--- src/rtl/assert_macros.svh ---
// assertion macros used by the rtl top level
`ifndef ASSERT_MACROS_SVH
`define ASSERT_MACROS_SVH

`ifndef SYNTHESIS

`define ASSERT_PROP(label, clk, rst_n, prop) \
    label: assert property (@(posedge clk) disable iff (!rst_n) prop) \
        else $error("spiral generator assertion failed");

`define ASSERT_NEVER(label, clk, rst_n, cond) \
    `ASSERT_PROP(label, clk, rst_n, !(cond))

`else

`define ASSERT_PROP(label, clk, rst_n, prop)

`define ASSERT_NEVER(label, clk, rst_n, cond)

`endif

`endif

--- src/rtl/soag_pkg.sv ---
// types and constants of the spiral order address generator
package soag_pkg;

    localparam int DEFAULT_MAX_DIM = 32;

    localparam int DIM_W      = 6;
    localparam int POS_W      = 5;
    localparam int VALUE_W    = 11;
    localparam int CFG_IDX_W  = 2;
    localparam int CFG_DATA_W = 6;
    localparam int S_TDATA_W  = 8;
    localparam int M_TDATA_W  = 24;

    typedef enum logic [1:0] {
        DIR_LEFT  = 2'd0,
        DIR_UP    = 2'd1,
        DIR_RIGHT = 2'd2,
        DIR_DOWN  = 2'd3
    } dir_t;

    typedef enum logic [CFG_IDX_W-1:0] {
        CFG_DIMENSION         = 2'd0,
        CFG_START_DIRECTION   = 2'd1,
        CFG_COUNTER_CLOCKWISE = 2'd2
    } cfg_index_t;

    typedef struct packed {
        logic [DIM_W-1:0] dimension;
        dir_t             start_direction;
        logic             counter_clockwise;
    } cfg_t;

    typedef struct packed {
        logic               valid;
        logic               last;
        logic [VALUE_W-1:0] value;
        logic [POS_W-1:0]   col;
        logic [POS_W-1:0]   row;
    } result_t;

endpackage

--- src/rtl/soag_core.sv ---
// spiral walk state and next-cell logic
module soag_core
    import soag_pkg::*;
#(
    parameter int MAX_DIM = DEFAULT_MAX_DIM
)
(
    input  logic    clk,
    input  logic    rst_n,
    input  logic    step,
    input  logic    restart,
    input  cfg_t    cfg,
    output result_t res
);

    localparam int LEG_W = (MAX_DIM <= 2) ? 1 : $clog2(MAX_DIM);
    localparam int CNT_W = $clog2(MAX_DIM * MAX_DIM + 1);

    logic [POS_W-1:0] row_reg, row_next;
    logic [POS_W-1:0] col_reg, col_next;
    dir_t             heading_reg, heading_next;
    logic [LEG_W-1:0] leg_reg, leg_next;
    logic [LEG_W-1:0] steps_reg, steps_next;
    logic [1:0]       legs_at_reg, legs_at_next;
    logic [CNT_W-1:0] count_reg, count_next;
    logic             active_reg, active_next;

    logic [DIM_W-1:0]   n;
    logic [2*DIM_W-1:0] nn;
    logic [CNT_W-1:0]   total;
    logic [POS_W-1:0]   h;
    logic [POS_W-1:0]   hm1;
    logic [LEG_W-1:0]   steps_dec;
    logic [1:0]         legs_inc;
    logic               grow;
    logic               last;

    // clamp side length into 1..MAX_DIM
    always_comb
    begin
        if (cfg.dimension == '0)
        begin
            n = DIM_W'(1);
        end
        else if ({1'b0, cfg.dimension} > (DIM_W+1)'(MAX_DIM))
        begin
            n = DIM_W'(MAX_DIM);
        end
        else
        begin
            n = cfg.dimension;
        end
    end

    assign nn    = n * n;
    assign total = CNT_W'(nn);
    assign h     = POS_W'(n >> 1);
    assign hm1   = h - POS_W'(1);

    assign steps_dec = steps_reg - LEG_W'(1);
    assign legs_inc  = legs_at_reg + 2'd1;
    assign grow      = ((DIM_W+1)'(leg_reg) + (DIM_W+1)'(1)) < (DIM_W+1)'(n);

    always_comb
    begin
        row_next     = row_reg;
        col_next     = col_reg;
        heading_next = heading_reg;
        leg_next     = leg_reg;
        steps_next   = steps_reg;
        legs_at_next = legs_at_reg;
        count_next   = count_reg;
        last         = 1'b0;

        if (restart)
        begin
            row_next = h;
            col_next = h;
            // even side: pick one of the four central cells
            if (!n[0])
            begin
                unique case (cfg.start_direction)
                    DIR_LEFT:
                    begin
                        col_next = h;
                        row_next = cfg.counter_clockwise ? hm1 : h;
                    end
                    DIR_UP:
                    begin
                        row_next = h;
                        col_next = cfg.counter_clockwise ? h : hm1;
                    end
                    DIR_RIGHT:
                    begin
                        col_next = hm1;
                        row_next = cfg.counter_clockwise ? h : hm1;
                    end
                    default:
                    begin
                        row_next = hm1;
                        col_next = cfg.counter_clockwise ? hm1 : h;
                    end
                endcase
            end
            heading_next = cfg.start_direction;
            leg_next     = LEG_W'(1);
            steps_next   = LEG_W'(1);
            legs_at_next = 2'd0;
            count_next   = CNT_W'(1);
            last         = (n == DIM_W'(1));
        end
        else
        begin
            unique case (heading_reg)
                DIR_LEFT:  col_next = col_reg - POS_W'(1);
                DIR_UP:    row_next = row_reg - POS_W'(1);
                DIR_RIGHT: col_next = col_reg + POS_W'(1);
                default:   row_next = row_reg + POS_W'(1);
            endcase
            count_next = count_reg + CNT_W'(1);

            if (steps_dec == '0)
            begin
                if (cfg.counter_clockwise)
                begin
                    heading_next = dir_t'(heading_reg - 2'd1);
                end
                else
                begin
                    heading_next = dir_t'(heading_reg + 2'd1);
                end
                legs_at_next = legs_inc;
                leg_next     = leg_reg;
                if (legs_inc == 2'd2 && grow)
                begin
                    leg_next     = leg_reg + LEG_W'(1);
                    legs_at_next = 2'd0;
                end
                steps_next = leg_next;
            end
            else
            begin
                steps_next = steps_dec;
            end
            last = (count_next >= total);
        end

        active_next = !last;
    end

    always_ff @(posedge clk or negedge rst_n)
    begin
        if (!rst_n)
        begin
            row_reg     <= '0;
            col_reg     <= '0;
            heading_reg <= DIR_LEFT;
            leg_reg     <= LEG_W'(1);
            steps_reg   <= LEG_W'(1);
            legs_at_reg <= 2'd0;
            count_reg   <= '0;
            active_reg  <= 1'b0;
        end
        else if (step && (restart || active_reg))
        begin
            row_reg     <= row_next;
            col_reg     <= col_next;
            heading_reg <= heading_next;
            leg_reg     <= leg_next;
            steps_reg   <= steps_next;
            legs_at_reg <= legs_at_next;
            count_reg   <= count_next;
            active_reg  <= active_next;
        end
    end

    assign res.valid = restart || active_reg;
    assign res.last  = last;
    assign res.value = VALUE_W'(count_next);
    assign res.col   = col_next;
    assign res.row   = row_next;

endmodule

--- src/rtl/spiral_order_address_generator_top.sv ---
// top level of the center-out spiral order address generator
//
// each input transfer on the s_ channel is one tick: restart=1 emits the
// start cell of a new spiral with value 1, restart=0 emits the next cell
// each result leaves on the m_ channel as row, col and value, with tlast
// set on the final cell of the square
// a restart=0 tick while no spiral runs (after reset or after the final
// cell) is taken but yields no result transfer
// the result is registered: a tick accepted at one edge shows its result on
// m_tvalid after that edge; one tick per cycle is sustained while m_tready
// stays high, the walk state and the result register set that figure
// when the receiver stalls, the result register holds and s_tready drops
// until the held result is taken
// the cfg_ channel writes dimension, start_direction and
// counter_clockwise; it is always ready
// reset clears the walk to idle, empties the result register and sets
// dimension 1, start direction left and clockwise turns
`include "assert_macros.svh"

module spiral_order_address_generator_top
    import soag_pkg::*;
#(
    parameter int MAX_DIM = DEFAULT_MAX_DIM
)
(
    input  logic                  clk,
    input  logic                  rst_n,

    input  logic                  s_tvalid,
    output logic                  s_tready,
    input  logic [S_TDATA_W-1:0]  s_tdata,   // restart, zeros

    output logic                  m_tvalid,
    input  logic                  m_tready,
    output logic [M_TDATA_W-1:0]  m_tdata,   // row, col, value, zeros
    output logic                  m_tlast,

    input  logic                  cfg_valid,
    output logic                  cfg_ready,
    input  logic [CFG_IDX_W-1:0]  cfg_index,
    input  logic [CFG_DATA_W-1:0] cfg_data
);

    cfg_t    cfg_reg;
    result_t res;
    result_t out_reg;
    logic    m_tvalid_reg;
    logic    s_accept;

    assign cfg_ready = 1'b1;

    always_ff @(posedge clk or negedge rst_n)
    begin
        if (!rst_n)
        begin
            cfg_reg.dimension         <= DIM_W'(1);
            cfg_reg.start_direction   <= DIR_LEFT;
            cfg_reg.counter_clockwise <= 1'b0;
        end
        else if (cfg_valid && cfg_ready)
        begin
            unique case (cfg_index_t'(cfg_index))
                CFG_DIMENSION:         cfg_reg.dimension <= cfg_data[DIM_W-1:0];
                CFG_START_DIRECTION:   cfg_reg.start_direction <= dir_t'(cfg_data[1:0]);
                CFG_COUNTER_CLOCKWISE: cfg_reg.counter_clockwise <= cfg_data[0];
                default:
                begin
                end
            endcase
        end
    end

    assign s_tready = !m_tvalid_reg || m_tready;
    assign s_accept = s_tvalid && s_tready;

    soag_core #(
        .MAX_DIM (MAX_DIM)
    ) u_core (
        .clk     (clk),
        .rst_n   (rst_n),
        .step    (s_accept),
        .restart (s_tdata[0]),
        .cfg     (cfg_reg),
        .res     (res)
    );

    always_ff @(posedge clk or negedge rst_n)
    begin
        if (!rst_n)
        begin
            m_tvalid_reg <= 1'b0;
        end
        else if (s_accept)
        begin
            m_tvalid_reg <= res.valid;
        end
        else if (m_tready)
        begin
            m_tvalid_reg <= 1'b0;
        end
    end

    always_ff @(posedge clk)
    begin
        if (s_accept)
        begin
            out_reg <= res;
        end
    end

    assign m_tvalid = m_tvalid_reg;
    assign m_tlast  = out_reg.last;
    assign m_tdata  = {(M_TDATA_W - VALUE_W - 2*POS_W)'(0),
                       out_reg.value, out_reg.col, out_reg.row};

    // restart always yields the first cell
    `ASSERT_PROP(a_restart_first, clk, rst_n,
        (s_accept && s_tdata[0]) |=> (m_tvalid && out_reg.value == VALUE_W'(1)))

    // after the final cell an advance yields nothing
    `ASSERT_NEVER(a_idle_after_last, clk, rst_n,
        $past(m_tvalid && m_tlast && m_tready && s_accept && !s_tdata[0]) && m_tvalid)

    // an advance mid-spiral yields the next number
    `ASSERT_PROP(a_value_step, clk, rst_n,
        (m_tvalid && !m_tlast && m_tready && s_accept && !s_tdata[0]) |=>
        (m_tvalid && out_reg.value == VALUE_W'($past(out_reg.value) + VALUE_W'(1))))

endmodule

--- config.mk ---
export PLATFORM = sky130hd
export DESIGN_NAME = spiral_order_address_generator_top
export DESIGN_NICKNAME = d
export VERILOG_FILES = /design/src/rtl/soag_pkg.sv /design/src/rtl/soag_core.sv /design/src/rtl/spiral_order_address_generator_top.sv
export VERILOG_INCLUDE_DIRS = /design/src /design/src/rtl
export SDC_FILE = /design/constraint.sdc
export NUM_CORES = 1
export LEC_CHECK = 0
export BUFFER_PORTS_ARGS = -buffer_cell sky130_fd_sc_hd__buf_2
export CAP_MARGIN = 20
export CELL_PAD_IN_SITES_DETAIL_PLACEMENT = 2
export CELL_PAD_IN_SITES_GLOBAL_PLACEMENT = 2
export CORE_UTILIZATION = 39
export CTS_BUF_LIST = sky130_fd_sc_hd__clkbuf_8
export DETAILED_ROUTE_END_ITERATION = 8
export PLACE_DENSITY_LB_ADDON = 0.1
export SLEW_MARGIN = 10
export SYNTH_ARGS = -nofsm -noshare
export SYNTH_HDL_FRONTEND = slang
export SYNTH_SLANG_ARGS = --single-unit
--- constraint.sdc ---
create_clock -name clk -period 5.1 [get_ports clk]
set_clock_uncertainty 0.15 [all_clocks]
set_input_delay 0.765 -clock clk [delete_from_list [all_inputs] [get_ports clk]]
set_output_delay 0.765 -clock clk [all_outputs]
set_load 0.01 [all_outputs]
**After elaboration in Yosys (flattened, before gate mapping)**

Cells that the tools add are included.

- Register bits after elaboration: 68
- Bits in latches: 0
- Memory bits (writable): 0
- Bits in read-only memories: 0
- Bits of input ports: 21
- Logic and storage cells: 86
- Memories kept: 0

- $add $sub $neg: 12
- Multiply operators: 1
- Div/mod/pow operators: 0
- Order comparisons: 3
- Equality and inequality tests: 8
- Shifts and indexed selects: 0
- Mux-type cells: 27
- Bitwise gates (word level): 0
- Reduce and logical (&&, ||, !) cells: 19

Operators by type and width:

| kind | count |
|---|---|
| $mux W5 | 11 |
| $pmux W5 S3 | 2 |
| $pmux W5 S2 | 2 |
| $sub A5 B1 Y5 const B | 4 |
| $add A5 B1 Y5 const B | 3 |
| $mux W2 | 6 |
| $mux W6 | 2 |
| $add A11 B1 Y11 const B | 1 |
| $ge A11 B11 Y1 | 1 |
| $mul A6 B6 Y11 | 1 |
| $mux W11 | 1 |
| $eq A2 B2 Y1 const B | 4 |
| $reduce_and A2 Y1 | 4 |
| $lt A7 B6 Y1 | 1 |
| $add A5 B1 Y6 const B | 1 |
| $eq A2 B1 Y1 const B | 3 |
| $eq A6 B1 Y1 const B | 1 |
| $gt A6 B6 Y1 const B | 1 |
| $logic_not A2 Y1 | 3 |
| $logic_not A6 Y1 | 1 |
| $logic_not A5 Y1 | 1 |
| $add A2 B1 Y2 const B | 2 |
| $reduce_bool A2 Y1 | 2 |
| $logic_and A1 B1 Y1 | 3 |
| other kinds (5) | 9 |

**Longest topological paths before layout**

Gate-level depths: netlist of run 1.

- Depth in word-level cells: 8
- Depth in mapped cells: 20
- Depth with buffers taken out: 20

**Cells and area by module**

A second synthesis of run 1 with hierarchy kept.

- Cell total of the unflattened synthesis: 554
- Area, all modules: 5,119.9 µm²

By module, submodules not included:

| module | times used | cells each | area each (µm²) | seq. area each (µm²) |
|---|---|---|---|---|
| soag_core | 1 | 500 | 4,015.1 | 903.4 |
| spiral_order_address_generator_top | 1 | 54 | 1,104.8 | 912.1 |

**Least setup slack after synthesis of run 1**

OpenSTA, ideal clock, no wires.

- Path type: register -> register
- From: reg cfg_reg[8] (netlist name)
- To: reg out_reg (netlist bit m_tlast) (data pin)
- Setup time: 274 ps
- Data arrival time: 4,242 ps
- Data required time: 4,676 ps
- Setup slack: 434 ps
- Stages on the path, launching flop included: 19
- Period minus slack after synthesis: 4,666 ps
- Cells stage by stage: dfrtp_1 -> clkbuf_1 -> nor2b_1 -> clkinv_1 -> nor2_1 -> fa_1 -> inv_1 -> fa_1 -> inv_1 -> fa_1 -> ha_1 -> and3b_1 -> o211ai_1 -> nand2_1 -> xnor2_1 -> ha_1 -> a21o_1 -> a2111oi_0 -> a21oi_1

RTL lines:

| what | RTL line | source |
|---|---|---|
| start: declaration | spiral_order_address_generator_top.sv:44 | `cfg_t cfg_reg;` |
| end signal: assignment | spiral_order_address_generator_top.sv:107 | `out_reg <= res;` |
| end: declaration | spiral_order_address_generator_top.sv:46 | `result_t out_reg;` |

==> results of run 1 <==
-- per-layer routing --
layer / share of wire / GRT usage / wire length [um]
met3: 0.029 / 0.0520 / 465
met4: 0.021 / 0.0886 / 341
met2: 0.51 / 0.444 / 8140
met5: 0 / 0 / 0
met1: 0.44 / 0.326 / 7130
-- stage by stage --
| stage | area [um^2] | power [mW] |
|---|---|---|
| 3_3_place_gp | 5560 | 2.34 |
| 6_report | 5800 | 2.95 |
| 3_5_place_dp | 5560 | 2.47 |
| 2_1_floorplan | 5170 | 1.98 |
| 4_1_cts | 5760 | 2.97 |
| 5_1_grt | 5800 | 3.20 |
-- repair_timing --
action	CTS	global route
cloned	0	0
buffers inserted	0	0
endpoints found under the hold margin	0	0
gates resized for setup	1	9
setup endpoints to repair	1	2
pin swaps	0	1
-- worst max path at each step --
| stage | from | end | slack (ns) | cells after the start |
|---|---|---|---|---|
| global placement | cfg_reg[8]$_DFFE_PN0P_ | m_tlast$_DFFE_PP_ | 0.22 | 17 |
| global route | cfg_reg[8]$_DFFE_PN0P_ | m_tlast$_DFFE_PP_ | 0.009 | 17 |
| detailed placement | cfg_reg[8]$_DFFE_PN0P_ | m_tlast$_DFFE_PP_ | 0.05 | 17 |
| floorplan | cfg_reg[8]$_DFFE_PN0P_ | m_tlast$_DFFE_PP_ | 0.43 | 18 |
| finish | cfg_reg[8]$_DFFE_PN0P_ | m_tlast$_DFFE_PP_ | 0.25 | 17 |
| CTS | cfg_reg[8]$_DFFE_PN0P_ | m_tlast$_DFFE_PP_ | 0.07 | 17 |
-- cells in the mapped netlist (all sizes together) (7+ instances only) --
library cell   n  share of area
mux2          10          0.022
nand3         14          0.014
a21o           7          0.010
nor2          35          0.026
o21ai         26          0.025
a21oi         34          0.033
and3          13          0.016
clkbuf        18          0.013
inv           38          0.028
o31ai         10          0.015
xnor2         19          0.032
fa            10          0.039
edfxtp        22           0.13
and2          14          0.017
mux2i          7          0.014
nand2         45          0.033
dfrtp         43           0.21
o211ai        12          0.018
ha            44           0.11
a211oi         7          0.010
xor2          15          0.026
nor3           9         0.0088
a31oi         12          0.015
-- power breakdown --
part | total (mW) | leakage (nW) | switching, mW | internal, mW
combinational | 1.60 | 1.71 | 0.958 | 0.645
sequential | 0.876 | 0.787 | 0.147 | 0.729
clock | 0.473 | 0.104 | 0.245 | 0.228
total | 2.95 | 2.60 | 1.35 | 1.60
-- worst max-delay path: stages, from the launching register on --
cell                        delay (ns)
sky130_fd_sc_hd__dfrtp_2          0.45
sky130_fd_sc_hd__inv_2            0.10
sky130_fd_sc_hd__nand2_2          0.13
sky130_fd_sc_hd__nor2_2           0.17
sky130_fd_sc_hd__fa_1             0.43
sky130_fd_sc_hd__inv_1            0.08
sky130_fd_sc_hd__fa_1             0.41
sky130_fd_sc_hd__inv_1            0.08
sky130_fd_sc_hd__fa_1             0.41
sky130_fd_sc_hd__ha_1             0.35
sky130_fd_sc_hd__and3b_1          0.19
sky130_fd_sc_hd__o211ai_1         0.25
sky130_fd_sc_hd__nand2_1          0.15
sky130_fd_sc_hd__xnor2_2          0.16
sky130_fd_sc_hd__ha_1             0.32
sky130_fd_sc_hd__a21o_1           0.21
sky130_fd_sc_hd__a2111oi_2        0.39
sky130_fd_sc_hd__a21oi_1          0.15
-- kinds of logic (layout without fill, tap and decap cells) --
logic type               Yosys count  count (layout)  share of synthesized area
other                              2               9                    0.00146
buffers and inverters             63             107                     0.0501
AND/OR/NAND/NOR                  173             173                      0.176
multiplexers                      17              17                     0.0355
XOR/XNOR                          34              34                     0.0579
flip-flops                        68              68                      0.353
adder cells (fa/ha/maj)           54              54                      0.146
AO/OA/AOI/OAI                    142             142                      0.180
-- layout make-up --
type,count,area share
inverter,39,0.0252
clock buffer,9,0.0214
tap,172,0.0371
timing repair buffer,52,0.0522
multi-input combinational,429,0.538
sequential,68,0.313
clock inverter,7,0.0129
==> report_table.html, run 1 <==
<table>
<tr><th>Metric</th><th>Value</th></tr>
<tr><th colspan="2">Worst hold path</th></tr>
<tr><td>Worst Hold Endpoint</td><td>u_core.legs_at_reg[0]$_DFFE_PN0P_</td></tr>
<tr><td>Critical hold path startpoint</td><td>u_core.legs_at_reg[0]$_DFFE_PN0P_</td></tr>
<tr><td>Path class of the lowest-slack min-delay path</td><td>reg2reg</td></tr>
<tr><td>Hold Path Cell Cnt</td><td>1</td></tr>
<tr><th colspan="2">Logic synthesis</th></tr>
<tr><td>Number of synthesized register bits</td><td>68</td></tr>
<tr><td>Sequential element share of the synthesized area</td><td>0.353</td></tr>
<tr><td>Post-Synthesis Mean Instance Area</td><td>9.30 um^2</td></tr>
<tr><td>Gate count after technology mapping</td><td>553</td></tr>
<tr><td>Count of cell types in the netlist</td><td>66</td></tr>
<tr><td>Post-synthesis async set-or-reset flop share</td><td>0.676</td></tr>
<tr><td>Dominant register cell in the synthesized netlist</td><td>sky130_fd_sc_hd__dfrtp_1</td></tr>
<tr><td>Number of flops mapped to enable cells by yosys</td><td>22</td></tr>
<tr><td>Count of synthesis-stage warnings from yosys</td><td>0</td></tr>
<tr><td>Netlist area before placement</td><td>5140 um^2</td></tr>
<tr><th colspan="2">Clock tree</th></tr>
<tr><td>Clock sink count</td><td>68</td></tr>
<tr><td>Clock tree from TritonCTS</td><td>built</td></tr>
<tr><td>Clock buffer count from CTS</td><td>9</td></tr>
<tr><td>Later-pin clock latency in the skew report</td><td>0.38 ns</td></tr>
<tr><td>Buffer cell driving the clock tree root</td><td>sky130_fd_sc_hd__clkbuf_8</td></tr>
<tr><td>Clock Path Buffers</td><td>2</td></tr>
<tr><td>Maximum level of the CTS H-tree</td><td>3</td></tr>
<tr><td>Worst-path clk slew</td><td>0.08 ns</td></tr>
<tr><td>Total of hold buffers inserted after clock tree synthesis</td><td>0</td></tr>
<tr><th colspan="2">Global route</th></tr>
<tr><td>Via count of the first global-routing pass</td><td>4784</td></tr>
<tr><td>Remaining global-route overflow</td><td>0</td></tr>
<tr><td>Number of antenna violations at the first check in global routing</td><td>0</td></tr>
<tr><td>Pin count of the biggest net entering global routing</td><td>47</td></tr>
<tr><td>Total routing resource utilization after global routing</td><td>0.259</td></tr>
<tr><td>First-pass GRT wire length</td><td>26.1 mm</td></tr>
<tr><th colspan="2">Place</th></tr>
<tr><td>Global placer's final weighted congestion</td><td>0.810</td></tr>
<tr><td>Worst setup timing slack at the placement stage</td><td>0.0478 ns</td></tr>
<tr><td>Estimated wirelength of the detail-placed design</td><td>11.8 mm</td></tr>
<tr><td>Cells after DPL</td><td>758</td></tr>
<tr><td>Number of port buffers</td><td>37</td></tr>
<tr><th colspan="2">Job</th></tr>
<tr><td>Count of maximum capacitance violations</td><td>0</td></tr>
<tr><th colspan="2">Timing</th></tr>
<tr><td>Setup violators final</td><td>0</td></tr>
<tr><td>Worst Max-Slew Pin Slew</td><td>0.872 ns</td></tr>
<tr><td>Aggregate negative setup slack</td><td>0 ns</td></tr>
<tr><td>Least setup slack across all paths after layout</td><td>0.254 ns</td></tr>
<tr><td>Number of hold violations in the final report</td><td>0</td></tr>
<tr><td>Count of final max-slew check failures</td><td>0</td></tr>
<tr><td>Unrepaired setup endpoints after global routing</td><td>false</td></tr>
<tr><td>Min cycle time layout</td><td>4.85 ns</td></tr>
<tr><td>Fin Hold WS</td><td>0.341 ns</td></tr>
<tr><td>Period utilization</td><td>0.950</td></tr>
<tr><td>Max Fclk</td><td>0.206 GHz</td></tr>
<tr><td>Worst rel slew slack</td><td>0.417</td></tr>
<tr><th colspan="2">Power and ir drop</th></tr>
<tr><td>Static leakage</td><td>2.60 nW</td></tr>
<tr><td>Maximum VDD drop</td><td>0.162 mV</td></tr>
<tr><td>Power per cell area</td><td>509 nW/um^2</td></tr>
<tr><th colspan="2">Drt</th></tr>
<tr><td>Via count normalized by instance count</td><td>5.75</td></tr>
<tr><td>Antenna Violating Nets Remaining</td><td>0</td></tr>
<tr><td>Violation count after the first detailed-routing iteration</td><td>182</td></tr>
<tr><td>Drc violations</td><td>0</td></tr>
<tr><td>Drt first pass iters</td><td>4</td></tr>
<tr><td>Final wirelength</td><td>16.1 mm</td></tr>
<tr><td>Number of vias after detailed routing</td><td>4462</td></tr>
<tr><td>Average wire per cell in the routed design</td><td>20.7 um</td></tr>
<tr><th colspan="2">Cells and area</th></tr>
<tr><td>Fillers</td><td>1454</td></tr>
<tr><td>Largest register FFs</td><td>21</td></tr>
<tr><td>Sequential Area</td><td>1820 um^2</td></tr>
<tr><td>Leading cell types in the layout, fill and taps excluded</td><td>sky130_fd_sc_hd__nand2_1, sky130_fd_sc_hd__ha_1, sky130_fd_sc_hd__dfrtp_1, sky130_fd_sc_hd__buf_2, sky130_fd_sc_hd__inv_1</td></tr>
<tr><td>Non-filler cells, final</td><td>776</td></tr>
<tr><td>Net count of the finished layout</td><td>674</td></tr>
<tr><td>Area occupied by multi-input gates</td><td>3120 um^2</td></tr>
<tr><td>Area Growth Syn to Fin</td><td>12.7%</td></tr>
<tr><td>Antenna diodes</td><td>0</td></tr>
<tr><td>Share of post-route cells with drive strength above 1</td><td>0.162</td></tr>
<tr><td>Final core utilization</td><td>0.456</td></tr>
<tr><th colspan="2">Setup path</th></tr>
<tr><td>Sort of element at the end of the critical path</td><td>register</td></tr>
<tr><td>End of the worst register-to-register path</td><td>m_tlast$_DFFE_PP_</td></tr>
<tr><td>Length in cells of the worst reg-to-reg path</td><td>17</td></tr>
<tr><td>R2r startpoint</td><td>cfg_reg[8]$_DFFE_PN0P_</td></tr>
<tr><td>CP Data Arrival Time</td><td>4.81 ns</td></tr>
<tr><td>Worst R2R Setup Slack</td><td>0.25 ns</td></tr>
<tr><td>Crit path launch type</td><td>register</td></tr>
<tr><td>Critical path start-end classification</td><td>reg2reg</td></tr>
<tr><td>Maximum fanout count along the critical path</td><td>6</td></tr>
<tr><td>Critical Path RT</td><td>5.07 ns</td></tr>
<tr><th colspan="2">Floorplan</th></tr>
<tr><td>Top Ports</td><td>49</td></tr>
<tr><td>Core area</td><td>12700 um^2</td></tr>
<tr><td>Height of the chip</td><td>117 um</td></tr>
<tr><td>Area of the die</td><td>13700 um^2</td></tr>
<tr><td>Initial standard-cell utilization of the core</td><td>0.404</td></tr>
<tr><td>Site row count</td><td>41</td></tr>
<tr><td>Chip Width</td><td>117 um</td></tr>
<tr><th colspan="2">Status</th></tr>
<tr><td>Status</td><td>completed</td></tr>
</table>
(Power assumes the default switching activity.)
==> inputs of run 2 (changes only) <==
Settings changed: CORE_UTILIZATION 39 to 35, GPL_TIMING_DRIVEN from default to 0, PLACE_DENSITY_LB_ADDON 0.1 to 0.2.
Clock period 5.1 ns to 4.3 ns, I/O delays scaled along.
==> report_table.html, run 2 (synthesis gave the netlist of run 1 again) <==
<table>
<tr><th>Metric</th><th>Value</th></tr>
<tr><th colspan="2">Clock tree</th></tr>
<tr><td>Clock sink count</td><td>68</td></tr>
<tr><td>Buffer cell driving the clock tree root</td><td>sky130_fd_sc_hd__clkbuf_8</td></tr>
<tr><td>Worst-path clk slew</td><td>0.08 ns</td></tr>
<tr><td>Later-pin clock latency in the skew report</td><td>0.38 ns</td></tr>
<tr><td>Clock buffer count from CTS</td><td>9</td></tr>
<tr><td>Clock tree from TritonCTS</td><td>built</td></tr>
<tr><td>Clock Path Buffers</td><td>2</td></tr>
<tr><td>Maximum level of the CTS H-tree</td><td>3</td></tr>
<tr><th colspan="2">Cells and area</th></tr>
<tr><td>Final Instance Area</td><td>6040 um^2</td></tr>
<tr><td>Net count of the finished layout</td><td>694</td></tr>
<tr><td>Leading cell types in the layout, fill and taps excluded</td><td>sky130_fd_sc_hd__nand2_1, sky130_fd_sc_hd__ha_1, sky130_fd_sc_hd__dfrtp_1, sky130_fd_sc_hd__buf_2, sky130_fd_sc_hd__inv_1</td></tr>
<tr><td>Share of post-route cells with drive strength above 1</td><td>0.183</td></tr>
<tr><td>Sequential Area</td><td>1820 um^2</td></tr>
<tr><td>Most frequent standard cell in the layout excluding fill and tap cells</td><td>sky130_fd_sc_hd__nand2_1</td></tr>
<tr><td>Final core utilization</td><td>0.428</td></tr>
<tr><td>Area occupied by multi-input gates</td><td>3200 um^2</td></tr>
<tr><td>Antenna diodes</td><td>0</td></tr>
<tr><td>Largest register FFs</td><td>21</td></tr>
<tr><td>Fillers</td><td>1570</td></tr>
<tr><td>Area Growth Syn to Fin</td><td>17.4%</td></tr>
<tr><th colspan="2">Drt</th></tr>
<tr><td>Via count normalized by instance count</td><td>5.61</td></tr>
<tr><td>Average wire per cell in the routed design</td><td>20.9 um</td></tr>
<tr><td>Number of vias after detailed routing</td><td>4507</td></tr>
<tr><td>Final wirelength</td><td>16.8 mm</td></tr>
<tr><td>Antenna Violating Nets Remaining</td><td>0</td></tr>
<tr><td>Violation count after the first detailed-routing iteration</td><td>164</td></tr>
<tr><td>Drc violations</td><td>0</td></tr>
<tr><td>Drt first pass iters</td><td>4</td></tr>
<tr><th colspan="2">Power and ir drop</th></tr>
<tr><td>Internal power summed over all cells</td><td>2.03 mW</td></tr>
<tr><td>Switching power</td><td>1.61 mW</td></tr>
<tr><td>Clock group share of total power</td><td>0.165</td></tr>
<tr><td>Static leakage</td><td>2.68 nW</td></tr>
<tr><td>Part of the power in registers</td><td>0.286</td></tr>
<tr><td>Switching fraction of total power</td><td>0.443</td></tr>
<tr><td>Power share of the combinational group</td><td>0.549</td></tr>
<tr><td>Maximum VDD drop</td><td>0.288 mV</td></tr>
<tr><td>Power per cell area</td><td>603 nW/um^2</td></tr>
<tr><th colspan="2">Timing</th></tr>
<tr><td>Unrepaired setup endpoints after global routing</td><td>true</td></tr>
<tr><td>Count of final max-slew check failures</td><td>0</td></tr>
<tr><td>Period utilization</td><td>1.08</td></tr>
<tr><td>Max Fclk</td><td>0.215 GHz</td></tr>
<tr><td>Worst Max-Slew Pin Slew</td><td>0.824 ns</td></tr>
<tr><td>Least setup slack across all paths after layout</td><td>-0.347 ns</td></tr>
<tr><td>Worst rel slew slack</td><td>0.448</td></tr>
<tr><td>Setup violators final</td><td>2</td></tr>
<tr><td>Min cycle time layout</td><td>4.65 ns</td></tr>
<tr><td>Number of hold violations in the final report</td><td>0</td></tr>
<tr><th colspan="2">Setup path</th></tr>
<tr><td>Sort of element at the end of the critical path</td><td>register</td></tr>
<tr><td>End of the worst register-to-register path</td><td>m_tlast$_DFFE_PP_</td></tr>
<tr><td>Critical path start-end classification</td><td>reg2reg</td></tr>
<tr><td>CP Data Arrival Time</td><td>4.60 ns</td></tr>
<tr><td>Critical Path RT</td><td>4.25 ns</td></tr>
<tr><td>R2r startpoint</td><td>cfg_reg[8]$_DFFE_PN0P_</td></tr>
<tr><td>Crit path launch type</td><td>register</td></tr>
<tr><td>Length in cells of the worst reg-to-reg path</td><td>17</td></tr>
<tr><td>Maximum fanout count along the critical path</td><td>3</td></tr>
<tr><td>Worst R2R Setup Slack</td><td>-0.35 ns</td></tr>
<tr><th colspan="2">Floorplan</th></tr>
<tr><td>Chip Width</td><td>123 um</td></tr>
<tr><td>Height of the chip</td><td>123 um</td></tr>
<tr><td>Top Ports</td><td>49</td></tr>
<tr><td>Site row count</td><td>43</td></tr>
<tr><td>Initial standard-cell utilization of the core</td><td>0.365</td></tr>
<tr><td>Area of the die</td><td>15200 um^2</td></tr>
<tr><td>Core area</td><td>14100 um^2</td></tr>
<tr><th colspan="2">Global route</th></tr>
<tr><td>Via count of the first global-routing pass</td><td>4963</td></tr>
<tr><td>First-pass GRT wire length</td><td>26.8 mm</td></tr>
<tr><td>Remaining global-route overflow</td><td>0</td></tr>
<tr><td>Number of antenna violations at the first check in global routing</td><td>0</td></tr>
<tr><td>Total routing resource utilization after global routing</td><td>0.239</td></tr>
<tr><td>Pin count of the biggest net entering global routing</td><td>26</td></tr>
<tr><th colspan="2">Place</th></tr>
<tr><td>Number of port buffers</td><td>37</td></tr>
<tr><td>Post-placement cell area</td><td>5670 um^2</td></tr>
<tr><td>Estimated wirelength of the detail-placed design</td><td>12.7 mm</td></tr>
<tr><td>Global placer's final weighted congestion</td><td>0.856</td></tr>
<tr><th colspan="2">Status</th></tr>
<tr><td>Violations in the final reports</td><td>negative setup slack</td></tr>
<tr><td>Status</td><td>finished, violations left</td></tr>
<tr><th colspan="2">Worst hold path</th></tr>
<tr><td>Path class of the lowest-slack min-delay path</td><td>in2async</td></tr>
<tr><th colspan="2">Job</th></tr>
<tr><td>Count of maximum capacitance violations</td><td>0</td></tr>
</table>
-- run 2: cell count changes in the layout (fill, tap and decap cells not counted), sizes merged --
cell      change
clkinvlp      +1
clkbuf       +17
bufinv        +1
clkinv        -3
buf           +4
-- run 2: final cells by class --
type                            count  share of cell area
Tap cell                          180              0.0373
Sequential cell                    68               0.301
Clock inverter                      6              0.0133
Buffer                             22              0.0207
Multi-Input combinational cell    429               0.530
Timing Repair Buffer               50              0.0497
Clock buffer                       10              0.0228
Inverter                           39              0.0251
-- run 2: worst max-delay path by stage --
stage,start,to
6_report,cfg_reg[8]$_DFFE_PN0P_,m_tlast$_DFFE_PP_
5_1_grt,cfg_reg[8]$_DFFE_PN0P_,u_core.active_reg$_DFFE_PN0P_
4_1_cts,cfg_reg[8]$_DFFE_PN0P_,m_tlast$_DFFE_PP_
3_5_place_dp,cfg_reg[4]$_DFFE_PN0P_,u_core.active_reg$_DFFE_PN0P_
3_3_place_gp,cfg_reg[4]$_DFFE_PN0P_,u_core.active_reg$_DFFE_PN0P_
2_1_floorplan,cfg_reg[8]$_DFFE_PN0P_,m_tlast$_DFFE_PP_
-- run 2: critical path, stage by stage (launching register included) --
cell                        delay, ns
sky130_fd_sc_hd__dfrtp_1         0.42
sky130_fd_sc_hd__inv_2           0.09
sky130_fd_sc_hd__buf_8           0.12
sky130_fd_sc_hd__and3_4          0.17
sky130_fd_sc_hd__fa_1            0.48
sky130_fd_sc_hd__inv_1           0.05
sky130_fd_sc_hd__fa_1            0.49
sky130_fd_sc_hd__inv_2           0.04
sky130_fd_sc_hd__fa_1            0.54
sky130_fd_sc_hd__ha_4            0.22
sky130_fd_sc_hd__and3b_1         0.18
sky130_fd_sc_hd__o211ai_1        0.23
sky130_fd_sc_hd__nand2_1         0.10
sky130_fd_sc_hd__xnor2_1         0.13
sky130_fd_sc_hd__ha_1            0.29
sky130_fd_sc_hd__a21o_1          0.20
sky130_fd_sc_hd__a2111oi_4       0.34
sky130_fd_sc_hd__a21oi_4         0.12
-- run 2: layer usage --
metal,routed length (um),up-vias,GRT usage,share of wire
met5,0,-,0,0
met4,380,0,0.0919,0.023
met3,461,26,0.0332,0.027
met2,8860,70,0.435,0.53
met1,7120,2286,0.282,0.42
li1,-,2125,-,-
-- run 2: timing repair --
| action | in CTS | in global routing |
|---|---|---|
| setup buffers | 8 | 2 |
| setup endpoints to repair | 2 | 2 |
| pin swaps | 13 | 10 |
| hold buffers | 0 | 0 |
| resized for setup | 9 | 6 |
-- run 2: power groups by stage --
stage | Sequential (mW) | Clock (mW) | Combinational (mW)
3_3_place_gp | 1.03 | 0 | 1.81
3_5_place_dp | 1.04 | 0 | 1.92
5_1_grt | 1.07 | 0.640 | 2.22
2_1_floorplan | 1.02 | 0 | 1.37
6_report | 1.04 | 0.601 | 2.00
4_1_cts | 1.04 | 0.617 | 1.98
-- run 2: through the flow --
step                cells  TNS (ns)  setup slack (ns)  hold slack [ns]  power (mW)
floorplan             560   -0.0249           -0.0249            0.199        2.39
global placement      777    -0.994            -0.510            0.314        2.84
detailed placement    778     -1.26            -0.640            0.337        2.96
CTS                   801    -0.656            -0.347            0.133        3.64
global route          804    -0.995            -0.509            0.146        3.93
finish                804    -0.693            -0.347            0.129        3.64
